`src/design/pmsf_pkg.sv`:
```
// ----------------------------------------------------------------------------
// pmsf_pkg
// shared types and constants for the pareto minimal set pair filter
// ----------------------------------------------------------------------------
package pmsf_pkg;

	localparam int FIELD_W   = 64;
	localparam int OUTCOME_W = 2;
	localparam int SLOT_W    = 4;
	localparam int ERASED_W  = 16;
	localparam int CFG_IDX_W = 2;

	// configuration register indexes
	localparam logic [CFG_IDX_W-1:0] CFG_FIRST_MASK  = 2'd0;
	localparam logic [CFG_IDX_W-1:0] CFG_SECOND_MASK = 2'd1;

	typedef enum logic [OUTCOME_W-1:0] {
		OUT_ADDED     = 2'd0,
		OUT_MERGED    = 2'd1,
		OUT_DISCARDED = 2'd2,
		OUT_FULL      = 2'd3
	} outcome_t;

	typedef enum logic [2:0] {
		S_IDLE = 3'b001,
		S_SCAN = 3'b010,
		S_DONE = 3'b100
	} state_t;

	// relation of the new pair to one stored pair
	typedef struct packed {
		logic equal;   // both components equal
		logic sub;     // new pair subset-or-equal of entry in both components
		logic sup;     // new pair superset-or-equal of entry in both components
	} cmp_t;

endpackage

```
`src/design/pareto_minimal_set_pair_filter.sv`:
```
// ----------------------------------------------------------------------------
// pareto_minimal_set_pair_filter
// the done strobe follows the scan of the table, which ends early when a merge
//   or discard is found
// the scan reads one table entry a cycle from the projection memory; a new
//   command is accepted only while busy is low, after the previous scan ends
// reset clears the masks, all valid bits and the controller; the projection
//   memory is not cleared. done is a one-cycle strobe, the receiver cannot stall
// ----------------------------------------------------------------------------
module pareto_minimal_set_pair_filter #(
	parameter int ENTRIES    = 16,
	parameter int MODEL_BITS = 64
) (
	input  logic                              clk,
	input  logic                              arst_n,
	// command side
	input  logic                              start,
	output logic                              busy,
	input  logic [pmsf_pkg::FIELD_W-1:0]      model_bits,
	// result side
	output logic                              done,
	output logic [pmsf_pkg::OUTCOME_W-1:0]    outcome,
	output logic [pmsf_pkg::SLOT_W-1:0]       slot,
	output logic [pmsf_pkg::ERASED_W-1:0]     erased_slots,
	// configuration write port
	input  logic                              wr_en,
	input  logic [pmsf_pkg::CFG_IDX_W-1:0]    wr_index,
	input  logic [pmsf_pkg::FIELD_W-1:0]      wr_data
);
	import pmsf_pkg::*;

	localparam int IDX_W = $clog2(ENTRIES);
	localparam int EXT_W = IDX_W + SLOT_W;
	localparam logic [IDX_W-1:0] LAST_IDX = IDX_W'(ENTRIES - 1);

	// configuration registers
	logic [FIELD_W-1:0] first_mask_q;
	logic [FIELD_W-1:0] second_mask_q;

	// controller
	state_t             state_q;
	logic [IDX_W-1:0]   scan_q;        // read address being issued
	logic               issue_end_q;   // last entry address already issued
	logic               stop_q;        // merge or discard ended the scan
	outcome_t           stop_outcome_q;
	logic [IDX_W-1:0]   hit_q;         // slot of the equal entry
	logic               free_vld_q;    // a free slot was seen during the scan
	logic [IDX_W-1:0]   free_q;        // lowest free slot
	logic [ERASED_W-1:0] erased_q;
	logic [ENTRIES-1:0] valid_q;

	// projected pair of the current transaction
	logic [MODEL_BITS-1:0] p1_q;
	logic [MODEL_BITS-1:0] p2_q;

	// projection memory: {second, first} per entry, registered read
	logic [2*MODEL_BITS-1:0] mem_q [ENTRIES];
	logic [2*MODEL_BITS-1:0] rd_data_s1;
	logic                    rd_vld_s1;
	logic [IDX_W-1:0]        idx_s1;

	// result registers
	logic                  done_q;
	outcome_t              res_outcome_q;
	logic [SLOT_W-1:0]     res_slot_q;
	logic [ERASED_W-1:0]   res_erased_q;

	cmp_t rel;
	logic ent_live;
	logic hit_eq;
	logic hit_sub;
	logic hit_sup;
	logic ent_free;
	logic go_done;
	logic mem_wr;
	logic erase_ok;
	logic [EXT_W-1:0] idx_ext;
	logic [EXT_W-1:0] free_ext;
	logic [EXT_W-1:0] hit_ext;

	assign busy         = (state_q != S_IDLE);
	assign done         = done_q;
	assign outcome      = res_outcome_q;
	assign slot         = res_slot_q;
	assign erased_slots = res_erased_q;

	// compare the entry read last cycle against the new pair
	pmsf_cmp #(
		.W (MODEL_BITS)
	) u_cmp (
		.new_a (p1_q),
		.new_b (p2_q),
		.ent_a (rd_data_s1[MODEL_BITS-1:0]),
		.ent_b (rd_data_s1[2*MODEL_BITS-1:MODEL_BITS]),
		.rel   (rel)
	);

	always_comb begin
		ent_live = rd_vld_s1 && valid_q[idx_s1];
		hit_eq   = ent_live && rel.equal;
		hit_sub  = ent_live && !rel.equal && rel.sub;
		hit_sup  = ent_live && !rel.equal && !rel.sub && rel.sup;
		// an entry erased now is free for this same pair
		ent_free = rd_vld_s1 && (!valid_q[idx_s1] || hit_sub);
		go_done  = rd_vld_s1 && ((idx_s1 == LAST_IDX) || hit_eq || hit_sup);
		mem_wr   = state_q[2] && !stop_q && free_vld_q;
		// slot numbers narrowed or widened to the 4-bit result fields
		idx_ext  = {{SLOT_W{1'b0}}, idx_s1};
		free_ext = {{SLOT_W{1'b0}}, free_q};
		hit_ext  = {{SLOT_W{1'b0}}, hit_q};
		erase_ok = (idx_ext < EXT_W'(ERASED_W));
	end

	// configuration writes, unknown indexes ignored
	always_ff @(posedge clk or negedge arst_n) begin
		if (!arst_n) begin
			first_mask_q  <= '0;
			second_mask_q <= '0;
		end else if (wr_en) begin
			if (wr_index == CFG_FIRST_MASK) begin
				first_mask_q <= wr_data;
			end
			if (wr_index == CFG_SECOND_MASK) begin
				second_mask_q <= wr_data;
			end
		end
	end

	// pair capture at the accepting edge
	always_ff @(posedge clk) begin
		if (start && !busy) begin
			p1_q <= model_bits[MODEL_BITS-1:0] & first_mask_q[MODEL_BITS-1:0];
			p2_q <= model_bits[MODEL_BITS-1:0] & second_mask_q[MODEL_BITS-1:0];
		end
	end

	// projection memory: read every cycle, write the new pair at the finish
	always_ff @(posedge clk) begin
		if (mem_wr) begin
			mem_q[free_q] <= {p2_q, p1_q};
		end
		rd_data_s1 <= mem_q[scan_q];
	end

	// scan controller
	always_ff @(posedge clk or negedge arst_n) begin
		if (!arst_n) begin
			state_q        <= S_IDLE;
			scan_q         <= '0;
			issue_end_q    <= 1'b0;
			stop_q         <= 1'b0;
			stop_outcome_q <= OUT_ADDED;
			hit_q          <= '0;
			free_vld_q     <= 1'b0;
			free_q         <= '0;
			erased_q       <= '0;
			valid_q        <= '0;
			rd_vld_s1      <= 1'b0;
			idx_s1         <= '0;
			done_q         <= 1'b0;
			res_outcome_q  <= OUT_ADDED;
			res_slot_q     <= '0;
			res_erased_q   <= '0;
		end else begin
			// result strobe for the finishing cycle, compare stage fed while scanning
			done_q    <= (state_q == S_DONE);
			rd_vld_s1 <= (state_q == S_SCAN) && !issue_end_q && !go_done;
			unique case (state_q)
				S_IDLE: begin
					if (start) begin
						scan_q      <= '0;
						issue_end_q <= 1'b0;
						stop_q      <= 1'b0;
						free_vld_q  <= 1'b0;
						erased_q    <= '0;
						state_q     <= S_SCAN;
					end
				end
				S_SCAN: begin
					// issue side: one address a cycle
					if (!issue_end_q) begin
						scan_q <= scan_q + 1'b1;
						if (scan_q == LAST_IDX) begin
							issue_end_q <= 1'b1;
						end
					end
					idx_s1    <= scan_q;
					// compare side
					if (hit_eq) begin
						stop_q         <= 1'b1;
						stop_outcome_q <= OUT_MERGED;
						hit_q          <= idx_s1;
					end
					if (hit_sup) begin
						stop_q         <= 1'b1;
						stop_outcome_q <= OUT_DISCARDED;
					end
					if (hit_sub) begin
						valid_q[idx_s1] <= 1'b0;
						if (erase_ok) begin
							erased_q[idx_ext[SLOT_W-1:0]] <= 1'b1;
						end
					end
					if (ent_free && !free_vld_q) begin
						free_vld_q <= 1'b1;
						free_q     <= idx_s1;
					end
					if (go_done) begin
						state_q <= S_DONE;
					end
				end
				S_DONE: begin
					res_erased_q <= erased_q;
					priority if (stop_q) begin
						res_outcome_q <= stop_outcome_q;
						res_slot_q    <= (stop_outcome_q == OUT_MERGED) ?
						                 hit_ext[SLOT_W-1:0] : '0;
					end else if (free_vld_q) begin
						valid_q[free_q] <= 1'b1;
						res_outcome_q   <= OUT_ADDED;
						res_slot_q      <= free_ext[SLOT_W-1:0];
					end else begin
						res_outcome_q <= OUT_FULL;
						res_slot_q    <= '0;
					end
					state_q <= S_IDLE;
				end
				default: begin
					state_q <= S_IDLE;
				end
			endcase
		end
	end

	// every finished scan delivers exactly one result
	assert property (@(posedge clk) disable iff (!arst_n) $fell(busy) |-> done)
		else $error("busy dropped without a result strobe");

	// a result never overlaps a running scan
	assert property (@(posedge clk) disable iff (!arst_n) done |-> !busy)
		else $error("result strobe while scan still running");

	// an accepted command starts a scan
	assert property (@(posedge clk) disable iff (!arst_n) (start && !busy) |=> busy)
		else $error("accepted command did not start a scan");

	// compare stage only runs during the scan
	assert property (@(posedge clk) disable iff (!arst_n) rd_vld_s1 |-> state_q == S_SCAN)
		else $error("compare stage active outside the scan");

	// discarded and table-full results carry slot zero
	assert property (@(posedge clk) disable iff (!arst_n)
		(done && (outcome == OUT_DISCARDED || outcome == OUT_FULL)) |-> slot == '0)
		else $error("nonzero slot on discard or full result");

endmodule

```
`src/design/pmsf_cmp.sv`:
```
// ----------------------------------------------------------------------------
// pmsf_cmp
// subset, superset and equality relations between the new projected pair and one stored pair
// ----------------------------------------------------------------------------
module pmsf_cmp #(
	parameter int W = 64
) (
	input  logic [W-1:0]     new_a,
	input  logic [W-1:0]     new_b,
	input  logic [W-1:0]     ent_a,
	input  logic [W-1:0]     ent_b,
	output pmsf_pkg::cmp_t   rel
);
	import pmsf_pkg::*;

	always_comb begin
		rel.equal = (new_a == ent_a) && (new_b == ent_b);
		rel.sub   = ((new_a & ~ent_a) == '0) && ((new_b & ~ent_b) == '0);
		rel.sup   = ((ent_a & ~new_a) == '0) && ((ent_b & ~new_b) == '0);
	end

endmodule
```
`config.mk`:
```
export PLATFORM = sky130hd
export DESIGN_NAME = pareto_minimal_set_pair_filter
export DESIGN_NICKNAME = d
export VERILOG_FILES = /design/src/design/pmsf_pkg.sv /design/src/design/pareto_minimal_set_pair_filter.sv /design/src/design/pmsf_cmp.sv
export SDC_FILE = /design/constraint.sdc
export NUM_CORES = 2
export LEC_CHECK = 0
export BUFFER_PORTS_ARGS = -buffer_cell sky130_fd_sc_hd__buf_4
export CAP_MARGIN = 30
export CORE_AREA = 2 2 312 622
export DETAILED_ROUTE_END_ITERATION = 8
export DIE_AREA = 0 0 314 624
export MAX_ROUTING_LAYER = met4
export PLACE_DENSITY = 0.66
export SETUP_SLACK_MARGIN = 0.5
export SYNTH_ARGS = -nofsm -noshare
export SYNTH_HDL_FRONTEND = slang
export SYNTH_SLANG_ARGS = --single-unit
```
`constraint.sdc`:
```
create_clock -name clk -period 19.8 [get_ports clk]
set_input_delay 0.99 -clock clk [delete_from_list [all_inputs] [get_ports clk]]
set_output_delay 0.99 -clock clk [all_outputs]
set_load 0.005 [all_outputs]
```
==> out/summary.txt <==
Crit path max fanout: 68
Routability congestion estimate: 0.854
R2r setup slk: 15220 ps
Drt wl/cell: 32.1 um
Die width: 314 um
Simple-gate portion of the synthesized area: 0.0243
Final Hold Vio Count: 0
Vias in the first global route: 48500
Yosys cell types: 52
Number of enable flip-flop cells after synthesis: 2176
Critical R2R Capture: rd_data_s1[91]$_DFF_P_
Num ports: 158
Global-route usage over all layers: 0.258
First-pass GRT wire length: 347000 um
Leak Pwr: 0.0367 uW
Initial antenna violation count: 8
Worst R2R Start: scan_q[1]$_DFFE_PN0P_
Clk root buf: clkbuf_16
Critical Path Sink Type: flop
Synth Area in Compound Gates: 0.00619
Main combinational cell family by area after synthesis: multiplexers
Post-synthesis mux area share: 0.165
Largest net degree at the start of global routing: 139
CTS buffer count: 215
Synthesized flop and latch total: 2512
Post-synth ARST share: 0.0828
Die Area: 196000 um^2
CP Data Arrival Time: 5300 ps
CP Data Required Time: 20530 ps
Post-route setup TNS: 0 ps
Synth Area in XOR/XNOR: 0.000181
Clock Sinks: 2512
Count of final setup violators: 0
Vias: 45800
Slew Limit Fails: 0
CP Class: reg2reg
Layout Cells excl Fill: 7520
Nets@finish: 5204
H-tree levels: 4
Fmax: 218 MHz
IR drop worst, VDD: 0.0794 mV
MaxCap Viol Count: 0
CP startpoint kind: flop
Die span in y: 624 um
Crit share post-route: 0.231
Reg2reg path depth: 6
Core ar.: 191000 um^2
Number of cell rows: 227
First-pass DRT Iterations: 6
Placed Cells: 7112
Reg clk slew, reported paths: 70 ps
Post-route ant nets: 0
PostCTS Resize Cnt: 0
Syn_area_per_cell: 21.5 um^2
Worst Hold Class: in2async
Rel. slew slack: 0.281
Layout cells sized above 1: 0.284
Final worst path period need: 4580 ps
Port buffer count: 157
Iter 0 DRT Violations: 4873
P&R area growth vs syn: 12.7%
Power per standard cell area: 123 nW/um^2
DP Wirelength: 137000 um
Ys flop type: edfxtp_1
RSZ-0062 raised after global routing: false
Syn Inst Count: 4517
Initial Util: 0.508
Hold buffer count at CTS: 0
Yosys warns: 0
# Post-CTS Setup Buffers: 0
Post-Route WL: 242000 um
Maximum clock path buffer count: 4
Adder-Cell Fraction of Synth Area: 0.0331
Via-to-Cell Ratio: 6.09
Sequential fraction of the synthesis area: 0.753
Least-Margin Pin Slew: 1070 ps
Post-Route Skew: 37.8 ps
Syn nets: 4908
CTS tree: done
GRT overflow: 0
Residual DRC: 0
Status: finished, final reports clean
Post-Syn Area: 97000 um^2
Clk Latency, worst-skew pair: 870 ps
==> layout make-up <==
| type | count | area [um^2] |
|---|---|---|
| sequential | 2512 | 73100 |
| clock buffer | 277 | 5950 |
| fill | 13900 | 81700 |
| inverter | 266 | 1000 |
| antenna | 8 | 20.0 |
| clock inverter | 120 | 1380 |
| tap | 2519 | 3150 |
| timing repair buffer | 263 | 2360 |
| multi-input combinational | 1555 | 22400 |
==> synth_stat cells, drive strengths merged, types with 3 or more instances <==
cell        n  area share
inv       265       0.010
or3         5     0.00037
nand4      50      0.0032
a222oi      4     0.00041
o21ai      11     0.00057
nor4       72      0.0046
mux2      135       0.016
nor2b       4     0.00026
o31ai       9     0.00080
nand2      86      0.0033
mux4      644        0.15
dfxtp     128       0.026
nand2b      5     0.00032
nand3      14     0.00072
nor3       13     0.00067
buf        51      0.0022
a21oi      32      0.0017
o2bb2ai     4     0.00036
clkbuf    133      0.0051
or2         3     0.00019
ha        257       0.033
a211oi      4     0.00031
edfxtp   2176        0.67
dfrtp     207       0.053
a31oi      12     0.00077
and2      129      0.0083
a22o        5     0.00045
nor3b       4     0.00031
nor2       31      0.0012
==> registers in the layout, indices dropped and copies added (netlist names) <==
| register | cells |
|---|---|
| slot | 4 |
| second_mask_q | 64 |
| outcome | 2 |
| first_mask_q | 64 |
| p1_q | 64 |
| state_q | 3 |
| p2_q | 64 |
| stop_outcome_q | 2 |
| erased_q | 16 |
| rd_vld_s1 | 1 |
| erased_slots | 16 |
| issue_end_q | 1 |
| stop_q | 1 |
| hit_q | 4 |
| idx_s1 | 4 |
| mem_q | 2048 |
| rd_data_s1 | 128 |
| scan_q | 4 |
| done | 1 |
| free_q | 4 |
| free_vld_q | 1 |
| valid_q | 16 |
==> layout by cell type, fill, tap and decap left out, drive strengths merged, types with 2 or more instances in the layout <==
master / count
a31oi: 12
o22ai: 2
mux4: 644
nor3: 13
nand3b: 2
nand2: 86
bufinv: 28
or3: 5
nand3: 14
o31ai: 9
or4: 2
a22o: 5
nor4: 72
o21ai: 11
nor2: 31
edfxtp: 2176
clkinv: 66
xor2: 2
a311oi: 2
clkinvlp: 17
nand2b: 5
clkbuf: 277
a222oi: 4
o2bb2ai: 4
or2: 3
nand4: 50
a211oi: 4
nor2b: 4
mux2: 135
inv: 275
nor3b: 4
buf: 263
and2: 129
diode: 8
and4: 2
dfxtp: 128
a21oi: 32
ha: 257
dfrtp: 207
a21o: 2
==> metrics by stage <==
step	util	worst slack, ps	hold WS [ps]	total power (uW)	area, um^2
final	0.572	15220	90.4	13500	109000
after global routing	0.572	15030	125	13900	109000
after CTS	0.572	15120	101	13600	109000
after detailed placement	0.533	15110	461	9220	102000
after global placement	0.532	14820	464	9140	102000
after floorplan	-	9470	439	8120	97000
==> worst max path at each step <==
| stage | from | to | cells after the start |
|---|---|---|---|
| 2_1_floorplan | free_q[0]$_DFFE_PN0P_ | mem_q[1][0]$_DFFE_PP_ | 4 |
| 5_1_grt | scan_q[1]$_DFFE_PN0P_ | rd_data_s1[91]$_DFF_P_ | 6 |
| 3_5_place_dp | scan_q[1]$_DFFE_PN0P_ | rd_data_s1[91]$_DFF_P_ | 6 |
| 4_1_cts | scan_q[1]$_DFFE_PN0P_ | rd_data_s1[91]$_DFF_P_ | 6 |
| 6_report | scan_q[1]$_DFFE_PN0P_ | rd_data_s1[91]$_DFF_P_ | 6 |
| 3_3_place_gp | scan_q[1]$_DFFE_PN0P_ | rd_data_s1[91]$_DFF_P_ | 5 |
==> where the power goes <==
part           switching [uW]  total [uW]  internal (uW)
sequential                454        6680           6230
clock                    1930        4420           2500
combinational            1240        2400           1160
total                    3620       13500           9890
==> layer usage <==
metal | up-vias | global-route usage | wire, um
li1 | 18800 | - | -
met1 | 24900 | 0.321 | 90900
met2 | 1705 | 0.446 | 129000
met3 | 369 | 0.0265 | 13900
met4 | 0 | 0.0804 | 8220
met5 | - | - | 0
==> worst max-delay path, stage by stage (launching register included) <==
cell,delay [ps]
dfrtp_4,1060
buf_4,800
buf_4,390
buf_16,290
buf_4,850
mux4_2,440
mux4_2,470
==> cell families (layout without fill, tap and decap cells) <==
logic type,after synthesis,in the layout
xor+xnor,2,2
flops,2512,2512
buf+inv,450,926
simple gates,425,425
compound gates,91,91
fa+ha+maj,257,257
other cells,0,8
mux,780,780
Power figures use the tool's default switching activity.
